===== config.mk =====
export PLATFORM = sky130hd
export DESIGN_NAME = single_source_shortest_path_unit
export DESIGN_NICKNAME = d
export VERILOG_FILES = /design/src/hdl/sssp_pkg.sv /design/src/hdl/sssp_cell.sv /design/src/hdl/single_source_shortest_path_unit.sv
export SDC_FILE = /design/constraint.sdc
export NUM_CORES = 2
export LEC_CHECK = 0
export ABC_AREA = 1
export BUFFER_PORTS_ARGS = -buffer_cell sky130_fd_sc_hd__buf_4
export CAP_MARGIN = 30
export CORE_UTILIZATION = 35
export DETAILED_ROUTE_END_ITERATION = 16
export GPL_ROUTABILITY_DRIVEN = 0
export HOLD_SLACK_MARGIN = 0.06
export SYNTH_ARGS = -nofsm -noshare
export SYNTH_HDL_FRONTEND = slang
export SYNTH_SLANG_ARGS = --single-unit
export TNS_END_PERCENT = 100

===== constraint.sdc =====
create_clock -name clk -period 12.2 [get_ports clk]
set_input_delay 0.61 -clock clk [delete_from_list [all_inputs] [get_ports clk]]
set_output_delay 0.61 -clock clk [all_outputs]
set_load 0.03 [all_outputs]

===== src/hdl/sssp_pkg.sv =====
// ----------------------------------------------------------------------------
// sssp_pkg
// Shared types and constants for the shortest-path unit.
// ----------------------------------------------------------------------------
package sssp_pkg;

    localparam int NV     = 8;
    localparam int VB     = 3;
    localparam int WB     = 16;
    localparam int DB     = 24;
    localparam int WMB    = 6;

    localparam logic [WB-1:0] NO_EDGE  = {WB{1'b1}};
    localparam logic [DB-1:0] DIST_MAX = {DB{1'b1}};

    localparam logic MODE_WRITE = 1'b0;
    localparam logic MODE_RUN   = 1'b1;

    typedef struct packed {
        logic          mode;
        logic [VB-1:0] row;
        logic [VB-1:0] col;
        logic [WB-1:0] weight;
        logic [VB-1:0] source;
    } in_item_t;

    typedef struct packed {
        logic [VB-1:0] vertex;
        logic [DB-1:0] distance;
        logic [VB-1:0] predecessor;
        logic          reachable;
        logic          last;
    } out_item_t;

    // Broadcast from the controller to every cell.
    typedef struct packed {
        logic          init;
        logic          relax;
        logic          finish;
        logic [VB-1:0] src;
        logic [VB-1:0] pick;
        logic [DB-1:0] pick_dist;
        logic [WB-1:0] w;
        logic [VB-1:0] w_col;
    } cell_cmd_t;

    // Running minimum passed along the chain.
    typedef struct packed {
        logic          found;
        logic [VB-1:0] idx;
        logic [DB-1:0] min_dist;
    } min_link_t;

endpackage


===== src/hdl/sssp_cell.sv =====
// ----------------------------------------------------------------------------
// sssp_cell
// One vertex: holds distance, predecessor and flags; relaxes and joins the
// minimum chain.
// ----------------------------------------------------------------------------
module sssp_cell (
    input  logic                    clk,
    input  logic                    rst_n,
    input  logic [sssp_pkg::VB-1:0] idx,
    input  sssp_pkg::cell_cmd_t     cmd,
    input  sssp_pkg::min_link_t     min_in,
    output sssp_pkg::min_link_t     min_out,
    output logic [sssp_pkg::DB-1:0] best_dist,
    output logic [sssp_pkg::VB-1:0] pred,
    output logic                    reached
);
    logic [sssp_pkg::DB-1:0] dist_reg;
    logic [sssp_pkg::VB-1:0] pred_reg;
    logic                    reached_reg;
    logic                    fin_reg;
    logic [sssp_pkg::DB:0]   sum;
    logic [sssp_pkg::DB-1:0] cand;
    logic                    hit;
    logic                    edge_ok;

    assign hit     = (cmd.w_col == idx);
    assign edge_ok = (cmd.w != sssp_pkg::NO_EDGE);
    assign sum     = {1'b0, cmd.pick_dist} + (sssp_pkg::DB+1)'(cmd.w);
    assign cand    = sum[sssp_pkg::DB] ? sssp_pkg::DIST_MAX : sum[sssp_pkg::DB-1:0];

    always_ff @(posedge clk or negedge rst_n)
    begin
        if (!rst_n)
        begin
            dist_reg    <= '0;
            pred_reg    <= '0;
            reached_reg <= 1'b0;
            fin_reg     <= 1'b0;
        end
        else if (cmd.init && hit)
        begin
            fin_reg <= (idx == cmd.src);
            if (idx == cmd.src)
            begin
                reached_reg <= 1'b1;
                dist_reg    <= '0;
                pred_reg    <= cmd.src;
            end
            else if (edge_ok)
            begin
                reached_reg <= 1'b1;
                dist_reg    <= sssp_pkg::DB'(cmd.w);
                pred_reg    <= cmd.src;
            end
            else
            begin
                reached_reg <= 1'b0;
                dist_reg    <= '0;
                pred_reg    <= '0;
            end
        end
        else if (cmd.finish && cmd.pick == idx)
        begin
            fin_reg <= 1'b1;
        end
        else if (cmd.relax && hit && !fin_reg && edge_ok &&
                 (!reached_reg || cand < dist_reg))
        begin
            reached_reg <= 1'b1;
            dist_reg    <= cand;
            pred_reg    <= cmd.pick;
        end
    end

    always_comb
    begin
        min_out = min_in;
        if (!fin_reg && reached_reg && (!min_in.found || dist_reg < min_in.min_dist))
        begin
            min_out.found    = 1'b1;
            min_out.idx      = idx;
            min_out.min_dist = dist_reg;
        end
    end

    assign best_dist = dist_reg;
    assign pred      = pred_reg;
    assign reached   = reached_reg;
endmodule


===== src/hdl/single_source_shortest_path_unit.sv =====
// ----------------------------------------------------------------------------
// single_source_shortest_path_unit
// Dijkstra over an 8x8 weight matrix, one cell per vertex.
// ----------------------------------------------------------------------------
// channel | direction | payload     | handshake
// in      | input     | in_item_t   | in_valid / in_stall
// out     | output    | out_item_t  | out_valid / out_stall
// A write transaction updates the matrix as it is taken. Run: an init pass
// (one matrix read per vertex), then per round a pick step (which first lets
// the last read land) and a relax pass over the picked row, at most 7 rounds,
// then a closing pick and 8 result transactions.
// The matrix memory reads one word a cycle; that port sets the run length.
// After reset a clearing pass fills all 64 matrix words with no-edge before input.
// Output stalls hold the result register; input stalls until the run ends.
module single_source_shortest_path_unit (
    input  logic                 clk,
    input  logic                 rst_n,
    input  logic                 in_valid,
    output logic                 in_stall,
    input  sssp_pkg::in_item_t   in_data,
    output logic                 out_valid,
    input  logic                 out_stall,
    output sssp_pkg::out_item_t  out_data
);
    localparam logic [2:0] ST_CLR   = 3'd0;
    localparam logic [2:0] ST_IDLE  = 3'd1;
    localparam logic [2:0] ST_INIT  = 3'd2;
    localparam logic [2:0] ST_PICK  = 3'd3;
    localparam logic [2:0] ST_RELAX = 3'd4;
    localparam logic [2:0] ST_EMIT  = 3'd5;

    logic [sssp_pkg::WB-1:0]  mem [sssp_pkg::NV*sssp_pkg::NV];
    logic [sssp_pkg::WB-1:0]  rd_reg;
    logic [2:0]               st_reg, st_next;
    logic [sssp_pkg::WMB:0]   cnt_reg, cnt_next;
    logic [sssp_pkg::VB-1:0]  src_reg, src_next;
    logic [sssp_pkg::VB-1:0]  pick_reg, pick_next;
    logic [sssp_pkg::VB-1:0]  col_reg;
    logic                     rd_v_reg;
    logic                     rd_init_reg;
    logic                     wr_en;
    logic [sssp_pkg::WMB-1:0] wr_addr, rd_addr;
    logic [sssp_pkg::WB-1:0]  wr_data;
    logic                     rd_en;
    logic                     out_valid_reg;
    sssp_pkg::out_item_t      out_reg;
    sssp_pkg::cell_cmd_t      cmd;
    sssp_pkg::min_link_t      link [sssp_pkg::NV+1];
    logic [sssp_pkg::DB-1:0]  dist_v [sssp_pkg::NV];
    logic [sssp_pkg::VB-1:0]  pred_v [sssp_pkg::NV];
    logic                     reach_v [sssp_pkg::NV];
    logic [sssp_pkg::VB-1:0]  ecnt;
    logic                     accept;
    logic                     emit_fire;

    assign in_stall  = (st_reg != ST_IDLE);
    assign accept    = in_valid && !in_stall;
    assign out_valid = out_valid_reg;
    assign out_data  = out_reg;
    assign ecnt      = cnt_reg[sssp_pkg::VB-1:0];
    assign emit_fire = (st_reg == ST_EMIT) && (!out_valid_reg || !out_stall);

    always_comb
    begin
        wr_en   = 1'b0;
        wr_addr = cnt_reg[sssp_pkg::WMB-1:0];
        wr_data = sssp_pkg::NO_EDGE;
        if (st_reg == ST_CLR)
            wr_en = 1'b1;
        else if (accept && in_data.mode == sssp_pkg::MODE_WRITE)
        begin
            wr_en   = 1'b1;
            wr_addr = {in_data.row, in_data.col};
            wr_data = in_data.weight;
        end
    end

    always_comb
    begin
        rd_en   = 1'b0;
        rd_addr = {src_reg, ecnt};
        if (st_reg == ST_INIT)
            rd_en = 1'b1;
        else if (st_reg == ST_RELAX)
        begin
            rd_en   = 1'b1;
            rd_addr = {pick_reg, ecnt};
        end
    end

    always_ff @(posedge clk)
    begin
        if (wr_en)
            mem[wr_addr] <= wr_data;
        rd_reg  <= mem[rd_addr];
        col_reg <= ecnt;
    end

    always_ff @(posedge clk or negedge rst_n)
    begin
        if (!rst_n)
        begin
            rd_v_reg    <= 1'b0;
            rd_init_reg <= 1'b0;
        end
        else
        begin
            rd_v_reg    <= rd_en;
            rd_init_reg <= (st_reg == ST_INIT);
        end
    end

    always_comb
    begin
        cmd           = '0;
        cmd.init      = rd_v_reg && rd_init_reg;
        cmd.relax     = rd_v_reg && !rd_init_reg;
        cmd.finish    = (st_reg == ST_PICK) && link[sssp_pkg::NV].found && !rd_v_reg;
        cmd.src       = src_reg;
        cmd.pick      = cmd.finish ? link[sssp_pkg::NV].idx : pick_reg;
        cmd.pick_dist = dist_v[pick_reg];
        cmd.w         = rd_reg;
        cmd.w_col     = col_reg;
    end

    assign link[0] = '0;

    for (genvar g = 0; g < sssp_pkg::NV; g++)
    begin : g_cell
        sssp_cell u_cell (
            .clk       (clk),
            .rst_n     (rst_n),
            .idx       (sssp_pkg::VB'(g)),
            .cmd       (cmd),
            .min_in    (link[g]),
            .min_out   (link[g+1]),
            .best_dist (dist_v[g]),
            .pred      (pred_v[g]),
            .reached   (reach_v[g])
        );
    end

    always_comb
    begin
        st_next   = st_reg;
        cnt_next  = cnt_reg;
        src_next  = src_reg;
        pick_next = pick_reg;
        case (st_reg)
            ST_CLR:
            begin
                cnt_next = cnt_reg + 1'b1;
                if (cnt_reg == (sssp_pkg::WMB+1)'(sssp_pkg::NV*sssp_pkg::NV-1))
                begin
                    cnt_next = '0;
                    st_next  = ST_IDLE;
                end
            end
            ST_IDLE:
            begin
                if (accept && in_data.mode == sssp_pkg::MODE_RUN)
                begin
                    src_next = in_data.source;
                    cnt_next = '0;
                    st_next  = ST_INIT;
                end
            end
            ST_INIT, ST_RELAX:
            begin
                cnt_next = cnt_reg + 1'b1;
                if (ecnt == sssp_pkg::VB'(sssp_pkg::NV-1))
                begin
                    cnt_next = '0;
                    st_next  = ST_PICK;
                end
            end
            ST_PICK:
            begin
                if (!rd_v_reg)
                begin
                    cnt_next = '0;
                    if (link[sssp_pkg::NV].found)
                    begin
                        pick_next = link[sssp_pkg::NV].idx;
                        st_next   = ST_RELAX;
                    end
                    else
                        st_next = ST_EMIT;
                end
            end
            ST_EMIT:
            begin
                if (emit_fire)
                begin
                    cnt_next = cnt_reg + 1'b1;
                    if (ecnt == sssp_pkg::VB'(sssp_pkg::NV-1))
                    begin
                        cnt_next = '0;
                        st_next  = ST_IDLE;
                    end
                end
            end
            default: st_next = ST_IDLE;
        endcase
    end

    always_ff @(posedge clk or negedge rst_n)
    begin
        if (!rst_n)
        begin
            st_reg        <= ST_CLR;
            cnt_reg       <= '0;
            src_reg       <= '0;
            pick_reg      <= '0;
            out_valid_reg <= 1'b0;
        end
        else
        begin
            st_reg   <= st_next;
            cnt_reg  <= cnt_next;
            src_reg  <= src_next;
            pick_reg <= pick_next;
            if (emit_fire)
                out_valid_reg <= 1'b1;
            else if (!out_stall)
                out_valid_reg <= 1'b0;
        end
    end

    always_ff @(posedge clk)
    begin
        if (emit_fire)
        begin
            out_reg.vertex      <= ecnt;
            out_reg.reachable   <= reach_v[ecnt];
            out_reg.distance    <= reach_v[ecnt] ? dist_v[ecnt] : '0;
            out_reg.predecessor <= reach_v[ecnt] ? pred_v[ecnt] : '0;
            out_reg.last        <= (ecnt == sssp_pkg::VB'(sssp_pkg::NV-1));
        end
    end

    a_no_accept_busy: assert property (@(posedge clk) disable iff (!rst_n)
        (st_reg != ST_IDLE) |-> in_stall)
        else $error("input taken while busy");
    a_emit_only: assert property (@(posedge clk) disable iff (!rst_n)
        $rose(out_valid) |-> $past(st_reg == ST_EMIT))
        else $error("result outside emit");
    a_hold: assert property (@(posedge clk) disable iff (!rst_n)
        (out_valid && out_stall) |=> (out_valid && $stable(out_data)))
        else $error("stalled result changed");
endmodule

==> impl_metrics.yaml <==
outcome:
  outcome: "complete, but fails checks"
  violations: "design-rule violations, negative setup slack"
grt:
  grt_pass1_wl_um: 345700
  grt_antenna_before_repair: 2
  track_usage_pct: 24.10
  grt_max_degree: 180
  grt.overflow.total: 0
  grt_pass1_vias: 51870
clock_tree:
  insertion_delay_ns: 0.80
  tritoncts: "built"
  numCtsBuffers: 138
  cts.sinks: 1326
  cts_root_buffer: "clkbuf_16"
  cts.clk_slew.worst_paths_ns: 0.06
  clockBufferDepth: 3
  htreeDepth: 4
detailed_routing:
  detailroute.via_count: 55840
  drcViolationCount: 12
  routed_via_density: 5.828
  wire_per_inst_um: 25.18
  wl_um: 241200
  wl_met1_um: 95680
  ant_nets: 0
  drt_first_pass_iters: 12
  drt_iter0_drc: 7351
  highest_layer: "met5"
  dr_wl_met3_um: 23860
  routed-wl-met2_um: 106800
timing:
  skew_ns: 0.04303
  grt_setup_unrepaired: "yes"
  fin_crit_sh_pct: 105.5
  worst_pin_slew_ns: 1.384
  slew_viol_final: 0
  max_freq_ghz: 0.07769
  setup_ws_ns: -0.6719
  finalHoldViolCount: 0
  relSlewSlack_pct: 7.657
  setup_viol: 35
  fin_crit_ns: 12.87
place:
  dp_slack_ns: -1.304
  placedCellCount: 9229
  portBuffers: 63
  dp_hpwl_um: 149100
logic_synthesis:
  synth-edff-count: 1056
  async_flop_share_pct: 18.93
  synth_cells: 6696
  ys_types: 47
  ys.flop_type: "edfxtp_1"
  seq_area_frac_synth_pct: 57.89
  ys_seq_elements: 1326
  ys_warn_count: 0
  syn-num-nets: 7090
  syn_avg_cell_area_um2: 9.899
  synthesis.area_um2: 66280
setup_path:
  max_stage_delay_ns: 0.41
  r2r_cells: 92
  r2r-start: "g_cell[0].u_cell.fin_reg"
  worstSetupStartpointType: "register"
  r2r_end: "g_cell[7].u_cell.fin_reg"
  crit_required_ns: 12.91
  cp-end-kind: "register"
  r2r_slack_ns: -0.67
  path_class: "reg2reg"
  crit_path_frequent_cell: "nand2_4"
  crit_fanout: 8
  slowest_stage: "dfrtp_1"
  worstPathArrival_ns: 13.59
run:
  cap_viol_max_count: 0
die:
  dieArea_um2: 191100
  initial_core_util_pct: 35.26
  fp.dieW_um: 437.2
  die_height_um: 437.2
  core_um2: 188000
  top_level_ports: 64
  rows: 159
finish:
  stdcell_count: 9580
  syn_to_final_growth_pct: 20.24
  layout_common_cells: "o21ai_0, edfxtp_1, nor2_1"
  layout-drive-gt1-share_pct: 15.70
  largest_register_ffs: 1024
  fillerInstances: 17650
  regMostFlops: "mem"
  num-nets-final: 7368
  layout_commonest_cell: "o21ai_0"
  utilization_pct: 42.39
min_path:
  min_from: "out_stall"
  whs_path_depth: 3
  hold_class: "in2reg"
  hold_end: "out_valid"
how the worst max path moves through the flow:
stage | slack (ns) | cells after the start | startpoint | to
after floorplan | 0.06 | 97 | g_cell[0].u_cell.fin_reg | g_cell[3].u_cell.pred[1]
after global placement | -0.89 | 91 | g_cell[0].u_cell.fin_reg | g_cell[2].u_cell.fin_reg
after detailed placement | -1.30 | 91 | g_cell[0].u_cell.fin_reg | g_cell[6].u_cell.pred[1]
after CTS | -0.11 | 98 | g_cell[0].u_cell.fin_reg | g_cell[6].u_cell.pred[1]
after global routing | -1.20 | 92 | g_cell[0].u_cell.fin_reg | g_cell[7].u_cell.fin_reg
final | -0.67 | 92 | g_cell[0].u_cell.fin_reg | g_cell[7].u_cell.fin_reg
repair_timing:
item,4_1_cts,5_1_grt
hold endpoints to repair,85,0
cloned,25,4
hold buffers,1,0
buffers inserted,49,28
resized for setup,380,205
pin swaps,53,74
endpoints found under the setup margin,35,35
cell type report:
class | instances | area (um^2) | area share (%)
antenna | 1 | 2.502 | 0.003140
timing repair buffer | 532 | 4872 | 6.113
clock buffer | 160 | 3608 | 4.528
tap | 2495 | 3122 | 3.917
multi-input combinational | 4543 | 27000 | 33.88
inverter | 433 | 1648 | 2.068
clock inverter | 90 | 1057 | 1.327
sequential | 1326 | 38390 | 48.17
kinds of logic after synthesis:
| group | after synthesis | synth area share (%) |
|---|---|---|
| AOI/OAI and AO/OA | 2286 | 19.02 |
| xor gates and xnor gates | 19 | 0.2511 |
| adders and majority gates | 364 | 6.882 |
| buffers and inverters | 833 | 4.761 |
| DFF | 1326 | 57.89 |
| and+or+nand+nor | 1868 | 11.20 |
worst max-delay path: cells and delay by family, from the launching register on:
kind / cells / cell delay (ns)
buffers and inverters: 17 / 2.66
adders and majority gates: 7 / 1.86
AOI/OAI and AO/OA: 26 / 3.65
and+or+nand+nor: 42 / 4.15
DFF: 1 / 0.41
synth_stat cells (all sizes together), types with 18 or more instances:
cell | number | area share [%]
buf | 36 | 0.25
dfrtp | 251 | 9.5
or2 | 19 | 0.18
o221ai | 58 | 0.77
a221oi | 18 | 0.24
edfxtp | 1056 | 48
a31oi | 23 | 0.22
nor2 | 851 | 4.8
a211oi | 23 | 0.26
o22ai | 454 | 4.3
a21oi | 433 | 3.3
nand2 | 795 | 4.6
dfxtp | 19 | 0.57
o211ai | 42 | 0.48
nand3 | 111 | 0.84
nand4 | 27 | 0.25
clkbuf | 364 | 2.1
nor3 | 51 | 0.39
o21ai | 1203 | 9.1
inv | 422 | 2.4
ha | 363 | 6.9
per-layer routing:
layer / GRT usage, % / up-vias
met5: 0 / -
met4: 12.67 / 6
met3: 4.976 / 757
met2: 36.79 / 3195
met1: 32.18 / 27070
li1: - / 24800
stage by stage:
stage	hold slack (ns)	setup TNS, ns	area [um^2]
after floorplan	0.3144	0	66290
after global placement	0.4612	-28.37	71450
after detailed placement	0.4599	-41.77	71490
after CTS	0.1004	-1.942	78380
after global routing	0.1327	-37.68	79700
final	0.1368	-20.11	79700
Power is not shown: default switching activity piles up to over one toggle a cycle in this logic, so the estimate is an artifact.
